$ cat src/rtl/nps_pkg.sv
// Shared types and constants for the nearest point snap block.
package nps_pkg;

    localparam int COORD_BITS = 16;
    localparam int INDEX_BITS = 16;
    localparam int SQ_BITS    = 2 * COORD_BITS;
    localparam int SUM_BITS   = SQ_BITS + 1;
    localparam int DIST_BITS  = 34;
    localparam int LIMIT_BITS = 33;
    localparam int START_VALUE = 10000;
    localparam int BEST_BITS  = $clog2(START_VALUE + 1);

    typedef logic signed [COORD_BITS-1:0] coord_t;
    typedef logic [INDEX_BITS-1:0]        index_t;
    typedef logic [SQ_BITS-1:0]           square_t;
    typedef logic [SUM_BITS-1:0]          dist_sum_t;
    typedef logic [DIST_BITS-1:0]         dist_t;
    typedef logic [LIMIT_BITS-1:0]        limit_t;
    typedef logic [BEST_BITS-1:0]         best_dist_t;

    localparam best_dist_t START_DISTANCE = best_dist_t'(START_VALUE);
    localparam limit_t     LIMIT_RESET    = limit_t'(START_VALUE);

    typedef struct packed {
        coord_t query_x;
        coord_t query_y;
        coord_t point_x;
        coord_t point_y;
        index_t element_index;
        index_t point_index;
        logic   has_point;
        logic   last_item;
    } snap_in_t;

    typedef struct packed {
        coord_t snap_x;
        coord_t snap_y;
        logic   found;
        index_t found_element;
        index_t found_point;
    } snap_out_t;

    // Payload of the squared-difference stage.
    typedef struct packed {
        square_t sq_x;
        square_t sq_y;
        coord_t  query_x;
        coord_t  query_y;
        coord_t  point_x;
        coord_t  point_y;
        index_t  element_index;
        index_t  point_index;
        logic    has_point;
        logic    last_item;
    } dist_stage_t;

endpackage

$ cat src/rtl/nps_dist.sv
// Input register and squared coordinate difference stage.
module nps_dist (
    input  logic                 clk,
    input  logic                 rst_n,
    input  logic                 item_valid,
    output logic                 item_ready,
    input  nps_pkg::snap_in_t    item,
    input  logic                 advance,
    output logic                 stage_valid,
    output nps_pkg::dist_stage_t stage
);
    import nps_pkg::*;

    logic        s0_valid_reg;
    snap_in_t    s0_reg;
    logic        s1_valid_reg;
    dist_stage_t s1_reg;

    logic        load_s0;
    logic [COORD_BITS:0] diff_x;
    logic [COORD_BITS:0] diff_y;
    logic [COORD_BITS:0] neg_x;
    logic [COORD_BITS:0] neg_y;
    logic [COORD_BITS-1:0] mag_x;
    logic [COORD_BITS-1:0] mag_y;
    dist_stage_t s1_next;

    // Stage 0 may load when empty or when its item moves on.
    assign load_s0    = !s0_valid_reg || advance;
    assign item_ready = load_s0;

    always_comb
    begin
        diff_x = {s0_reg.point_x[COORD_BITS-1], s0_reg.point_x}
               - {s0_reg.query_x[COORD_BITS-1], s0_reg.query_x};
        diff_y = {s0_reg.point_y[COORD_BITS-1], s0_reg.point_y}
               - {s0_reg.query_y[COORD_BITS-1], s0_reg.query_y};
        neg_x  = ~diff_x + 1'b1;
        neg_y  = ~diff_y + 1'b1;
        // The magnitude never exceeds 2^COORD_BITS - 1.
        mag_x  = diff_x[COORD_BITS] ? neg_x[COORD_BITS-1:0] : diff_x[COORD_BITS-1:0];
        mag_y  = diff_y[COORD_BITS] ? neg_y[COORD_BITS-1:0] : diff_y[COORD_BITS-1:0];

        s1_next               = '0;
        s1_next.sq_x          = mag_x * mag_x;
        s1_next.sq_y          = mag_y * mag_y;
        s1_next.query_x       = s0_reg.query_x;
        s1_next.query_y       = s0_reg.query_y;
        s1_next.point_x       = s0_reg.point_x;
        s1_next.point_y       = s0_reg.point_y;
        s1_next.element_index = s0_reg.element_index;
        s1_next.point_index   = s0_reg.point_index;
        s1_next.has_point     = s0_reg.has_point;
        s1_next.last_item     = s0_reg.last_item;
    end

    always_ff @(posedge clk or negedge rst_n)
    begin
        if (!rst_n)
        begin
            s0_valid_reg <= 1'b0;
            s1_valid_reg <= 1'b0;
        end
        else
        begin
            if (load_s0)
            begin
                s0_valid_reg <= item_valid;
            end
            if (advance)
            begin
                s1_valid_reg <= s0_valid_reg;
            end
        end
    end

    always_ff @(posedge clk)
    begin
        if (load_s0 && item_valid)
        begin
            s0_reg <= item;
        end
        if (advance && s0_valid_reg)
        begin
            s1_reg <= s1_next;
        end
    end

    assign stage_valid = s1_valid_reg;
    assign stage       = s1_reg;

endmodule

$ cat src/rtl/nps_best.sv
// Running best compare and update, plus the result register.
module nps_best (
    input  logic                 clk,
    input  logic                 rst_n,
    input  logic                 stage_valid,
    input  nps_pkg::dist_stage_t stage,
    input  nps_pkg::limit_t      gravity_limit,
    output logic                 advance,
    output logic                 result_valid,
    input  logic                 result_ready,
    output nps_pkg::snap_out_t   result
);
    import nps_pkg::*;

    best_dist_t best_distance_reg;
    best_dist_t best_distance_next;
    logic       have_best_reg;
    logic       have_best_next;
    coord_t     best_x_reg;
    coord_t     best_y_reg;
    index_t     best_element_reg;
    index_t     best_point_reg;
    logic       result_valid_reg;
    logic       result_valid_next;
    snap_out_t  result_reg;
    snap_out_t  result_next;

    dist_sum_t  dist_sum;
    dist_t      point_dist;
    logic       take;
    logic       update;
    logic       finish;

    // Hold only a finishing item while the result register is still full.
    assign advance = !(stage_valid && stage.last_item && result_valid_reg && !result_ready);
    assign take    = stage_valid && advance;

    always_comb
    begin
        dist_sum   = {1'b0, stage.sq_x} + {1'b0, stage.sq_y};
        point_dist = dist_t'(dist_sum);
        update     = take && stage.has_point
                   && (point_dist < dist_t'(best_distance_reg))
                   && (point_dist < dist_t'(gravity_limit));
        finish     = take && stage.last_item;

        best_distance_next = best_distance_reg;
        have_best_next     = have_best_reg;
        if (update)
        begin
            best_distance_next = best_dist_t'(point_dist);
            have_best_next     = 1'b1;
        end
        if (finish)
        begin
            best_distance_next = START_DISTANCE;
            have_best_next     = 1'b0;
        end

        result_next = '0;
        if (update)
        begin
            result_next.snap_x        = stage.point_x;
            result_next.snap_y        = stage.point_y;
            result_next.found         = 1'b1;
            result_next.found_element = stage.element_index;
            result_next.found_point   = stage.point_index;
        end
        else if (have_best_reg)
        begin
            result_next.snap_x        = best_x_reg;
            result_next.snap_y        = best_y_reg;
            result_next.found         = 1'b1;
            result_next.found_element = best_element_reg;
            result_next.found_point   = best_point_reg;
        end
        else
        begin
            result_next.snap_x = stage.query_x;
            result_next.snap_y = stage.query_y;
        end

        if (finish)
        begin
            result_valid_next = 1'b1;
        end
        else
        begin
            result_valid_next = result_valid_reg && !result_ready;
        end
    end

    always_ff @(posedge clk or negedge rst_n)
    begin
        if (!rst_n)
        begin
            best_distance_reg <= START_DISTANCE;
            have_best_reg     <= 1'b0;
            result_valid_reg  <= 1'b0;
        end
        else
        begin
            best_distance_reg <= best_distance_next;
            have_best_reg     <= have_best_next;
            result_valid_reg  <= result_valid_next;
        end
    end

    always_ff @(posedge clk)
    begin
        if (update)
        begin
            best_x_reg       <= stage.point_x;
            best_y_reg       <= stage.point_y;
            best_element_reg <= stage.element_index;
            best_point_reg   <= stage.point_index;
        end
        if (finish)
        begin
            result_reg <= result_next;
        end
    end

    assign result_valid = result_valid_reg;
    assign result       = result_reg;

`ifndef SYNTH
    a_finish_gives_result: assert property (@(posedge clk) disable iff (!rst_n)
        finish |=> result_valid_reg)
        else $error("finishing item did not load the result register");

    a_finish_rearms: assert property (@(posedge clk) disable iff (!rst_n)
        finish |=> (!have_best_reg && best_distance_reg == START_DISTANCE))
        else $error("search state not rearmed after a finishing item");

    a_best_bounded: assert property (@(posedge clk) disable iff (!rst_n)
        best_distance_reg <= START_DISTANCE)
        else $error("running best above the start distance");

    a_not_found_zero: assert property (@(posedge clk) disable iff (!rst_n)
        (result_valid_reg && !result_reg.found)
        |-> (result_reg.found_element == '0 && result_reg.found_point == '0))
        else $error("indices set on a result with nothing found");
`endif

endmodule

$ cat src/rtl/nearest_point_snap_core.sv
// Top level of the nearest point snap search.
//
//   channel  | handshake                | payload
//   ---------+--------------------------+-------------------------------
//   item     | item_valid / item_ready  | item   (nps_pkg::snap_in_t)
//   result   | result_valid/result_ready| result (nps_pkg::snap_out_t)
//   cfg      | cfg_valid / cfg_ready    | cfg_data (gravity limit, 33 b)
//
// One item is taken per cycle while item_ready is high; a finishing item passes
// through the input register, the square register and the result register,
// after which its result is valid and can be taken.
// The only loop-carried path is the distance compare and best update in nps_best.
// Reset clears the pipeline valids, rearms the running best at 10000 and loads
// the gravity limit with 10000.
// item_ready drops only when a finishing item waits behind a result that the
// downstream side has not taken; other items keep flowing past a held result.
// cfg_ready is always high; write the limit only while the block is idle.
module nearest_point_snap_core (
    input  logic                         clk,
    input  logic                         rst_n,
    input  logic                         item_valid,
    output logic                         item_ready,
    input  nps_pkg::snap_in_t            item,
    output logic                         result_valid,
    input  logic                         result_ready,
    output nps_pkg::snap_out_t           result,
    input  logic                         cfg_valid,
    output logic                         cfg_ready,
    input  logic [nps_pkg::LIMIT_BITS-1:0] cfg_data
);
    import nps_pkg::*;

    limit_t      gravity_limit_reg;
    logic        advance;
    logic        stage_valid;
    dist_stage_t stage;

    // Gravity limit register: take every cfg transaction.
    assign cfg_ready = 1'b1;

    always_ff @(posedge clk or negedge rst_n)
    begin
        if (!rst_n)
        begin
            gravity_limit_reg <= LIMIT_RESET;
        end
        else if (cfg_valid)
        begin
            gravity_limit_reg <= cfg_data;
        end
    end

    // Input register and squared differences.
    nps_dist u_dist (
        .clk         (clk),
        .rst_n       (rst_n),
        .item_valid  (item_valid),
        .item_ready  (item_ready),
        .item        (item),
        .advance     (advance),
        .stage_valid (stage_valid),
        .stage       (stage)
    );

    // Distance sum, compare against best and limit, result register.
    nps_best u_best (
        .clk           (clk),
        .rst_n         (rst_n),
        .stage_valid   (stage_valid),
        .stage         (stage),
        .gravity_limit (gravity_limit_reg),
        .advance       (advance),
        .result_valid  (result_valid),
        .result_ready  (result_ready),
        .result        (result)
    );

endmodule
$ cat config.mk
export PLATFORM = sky130hd
export DESIGN_NAME = nearest_point_snap_core
export DESIGN_NICKNAME = d
export VERILOG_FILES = /design/src/rtl/nps_pkg.sv /design/src/rtl/nps_dist.sv /design/src/rtl/nps_best.sv /design/src/rtl/nearest_point_snap_core.sv
export SDC_FILE = /design/constraint.sdc
export NUM_CORES = 1
export LEC_CHECK = 0
export BUFFER_PORTS_ARGS = -buffer_cell sky130_fd_sc_hd__buf_2
export CORE_MARGIN = 4
export CORE_UTILIZATION = 46
export DETAILED_ROUTE_END_ITERATION = 12
export PLACE_DENSITY = 0.72
export SETUP_SLACK_MARGIN = 0.05
export SLEW_MARGIN = 20
export SYNTH_ARGS = -nofsm -noshare
export SYNTH_HDL_FRONTEND = slang
export SYNTH_SLANG_ARGS = --single-unit
export TNS_END_PERCENT = 50
$ cat constraint.sdc
create_clock -name clk -period 9.75 [get_ports clk]
set_input_delay 0.4875 -clock clk [delete_from_list [all_inputs] [get_ports clk]]
set_output_delay 0.4875 -clock clk [all_outputs]
set_load 0.005 [all_outputs]
==> impl_results.md <==
- Worst setup SP type: register
- Detail Placement HPWL: 58.99 mm
- Layout net count: a little over 4,000
- Synth Area in Compound Gates: ~8%
- Crit-path leading delay family: compound AO/OA/AOI/OAI gates
- Setup crit end kind: register
- Syn Area/Cell: 11.05 µm²
- Post-synth top area share: 34.14%
- Maxcap violations: 0
- Final number of hold-violating endpoints: 0
- Final antenna-violating net count: 0
- Synthesized area: 34,040 µm²
- R2r setup slk: 0.37 ns
- # rows: just under 100
- Residual DRC count: 0
- Initial DRC count: 1,668
- Synth Area in Adders: a little under a third
- Post-synthesis register bit count: 438
- I/O pin total: 204
- WL final: 75.30 mm
- First-pass GRT wire length: ~120 mm
- Core area: 73,210 µm²
- Worst path slowest cell: a211oi_1
- Slew margin rel.: between 20% and 30%
- Largest family of logic cells by synthesized area: adder cells
- Fill count: 6,345
- Post-synthesis xor/xnor area fraction: 3.602%
- Die Area: 78,420 µm²
- Port bufs: 202
- Vias: 22,770
- Shortest period the worst path allows: 9.379 ns
- CTS tree: yes
- RSZ-0062 raised after global routing: no
- Worst-Margin Slew: about 1.1 ns
- Max frequency: between 100 and 150 MHz
- Status: finished, final reports clean
- Largest area contributor in the netlist: edfxtp_1
- Max reg flops: 160
- Post-synthesis async set-or-reset flop share: approximately an eighth
- Synth top area cells: edfxtp_1 34%, fa_1 19%, ha_1 11%
- Critical path required time: 10.09 ns
- Die Ht: 280.0 µm
- Worst-Skew Late Latency: 0.59 ns
- Initial core utilization: 46.50%
- Slew Viols, Final: 0
- Sequential fraction of the synthesis area: between 30% and 40%
- GPL Wtd Cong: 0.9409
- Syn Inst Count: 3,080
- Initial antenna violation count: 1
- Total gr overflow: 0
- Post-Syn Nets: between 3,000 and 4,000
- Clock skew: 0.01709 ns
- Clk slew on worst S/H paths: 0.05 ns
- Chip Width: 280.0 µm
- Min-Delay Path Class: in -> async
- Mux share of post-synthesis cell area: 3.948%
- Arr. time, crit path: ~9.7 ns
- Post-Synth Simple-Gate Area: 8.895%
- Layout cells sized above 1: between 10% and 20%
- Worst setup path category: reg -> reg
- GRT Util Overall: 19.39%
- Worst-path fanout max: 5
- Wirelength per Cell: 17.35 µm
- Top FF cell, synth: edfxtp_1
- CTS Hold Bufs: 0
- Htree depth: 2
- Period utilization: a little over nine tenths
- Via/cell ratio: 5.248
- Vias in the first global route: 23,240
- Total number of yosys warnings: 0
- Setup TNS: 0 ns
- CTS max path bufs: 3
- Final setup fails: 0
- Cts bufs inserted: 49
- Clock Tree Root: clkbuf_16
- Worst path max stage delay: 0.61 ns
- Post-synthesis cell type count: 85
- DR pass1 iterations: 5
- Sink Count: 438
- Largest net degree at the start of global routing: 67
- Area Overhead vs Synth: 12.84%
- Number of buffer and inverter stages on the critical path: 5
- EDFF count, synth: 387
==> path summary, 6_finish.rpt <==
path | cells after the start | to | start
min | 2 | gravity_limit_reg[11] | rst_n
max reg2reg | 34 | u_dist.stage[123] | u_dist.s0_reg[67]
min in group clk | 1 | u_dist.s0_reg[32] | item[32]
max | 34 | u_dist.stage[123] | u_dist.s0_reg[67]
max in group asynchronous | 2 | u_best.have_best_reg | rst_n
min reg2reg | 0 | u_dist.stage[22] | u_dist.s0_reg[22]
==> final cells by class <==
class | instances | area (µm²) | area share, %
Antenna cell | 1 | 2.502 | 0.006515
Tap cell | 959 | 1200 | 3.124
Sequential cell | 438 | 12910 | 33.61
Clock buffer | 55 | 1270 | 3.306
Timing Repair Buffer | 264 | 1476 | 3.844
Inverter | 618 | 2336 | 6.082
Clock inverter | 36 | 505.5 | 1.316
Multi-Input combinational cell | 1968 | 18710 | 48.71
==> what timing repair did <==
action / in CTS / in global routing
buffers inserted: 0 / 5
gates resized for setup: 0 / 31
hold endpoints to repair: 0 / 0
endpoints found under the setup margin: 0 / 11
==> stage by stage <==
stage	cell area, µm²	cells	util (%)	worst slack [ns]	hold slack (ns)
after floorplan	34050	3080	-	0.6741	0.1919
after global placement	36450	4242	49.79	0.4010	0.4003
after detailed placement	36450	4242	49.79	0.2385	0.4045
after CTS	38230	4333	52.22	0.1928	0.03429
after global routing	38410	4339	52.47	0.001233	0.03844
final	38410	4339	52.47	0.3706	0.03792
==> layer usage <==
layer | vias to the layer above | wire (µm) | GRT usage (%)
li1 | 10760 | - | -
met1 | 11200 | 33570 | 28.11
met2 | 716 | 34520 | 30.97
met3 | 100 | 5744 | 3.412
met4 | 0 | 1462 | 4.016
met5 | - | 0 | 0
==> cell families after synthesis <==
kind of cell,after synthesis
multiplexers,114
buffers and inverters,674
flip-flops,438
other,1
AO/OA/AOI/OAI,403
adder cells (fa/ha/maj),628
AND/OR/NAND/NOR,682
XOR/XNOR,140
==> cell usage after synthesis, drive strengths merged, types with 10 or more instances <==
cell type / count
nand3: 32
dfstp: 10
ha: 302
o211ai: 12
o21a: 22
or3: 10
nand2b: 30
buf: 11
a21o: 45
a21oi: 110
dfrtp: 41
fa: 326
nor2: 227
nand2: 256
nor2b: 11
o21bai: 11
mux2: 66
o21ai: 91
xnor2: 97
inv: 611
mux2i: 48
a31oi: 11
clkbuf: 45
edfxtp: 387
nor3: 32
xor2: 43
nor4: 12
or2: 17
and2: 15
a211oi: 14
==> placed cells by master (no fill, tap or decap), drive strengths merged, types with 41 or more instances in the layout <==
| master | instances |
|---|---|
| mux2i | 48 |
| ha | 302 |
| xor2 | 43 |
| o21ai | 91 |
| edfxtp | 387 |
| dfrtp | 41 |
| a21o | 45 |
| fa | 326 |
| mux2 | 66 |
| buf | 264 |
| xnor2 | 97 |
| nand2 | 256 |
| a21oi | 110 |
| inv | 616 |
| clkbuf | 55 |
| nor2 | 227 |
Power is not shown: default switching activity piles up to over one toggle a cycle in this logic, so the estimate is an artifact.
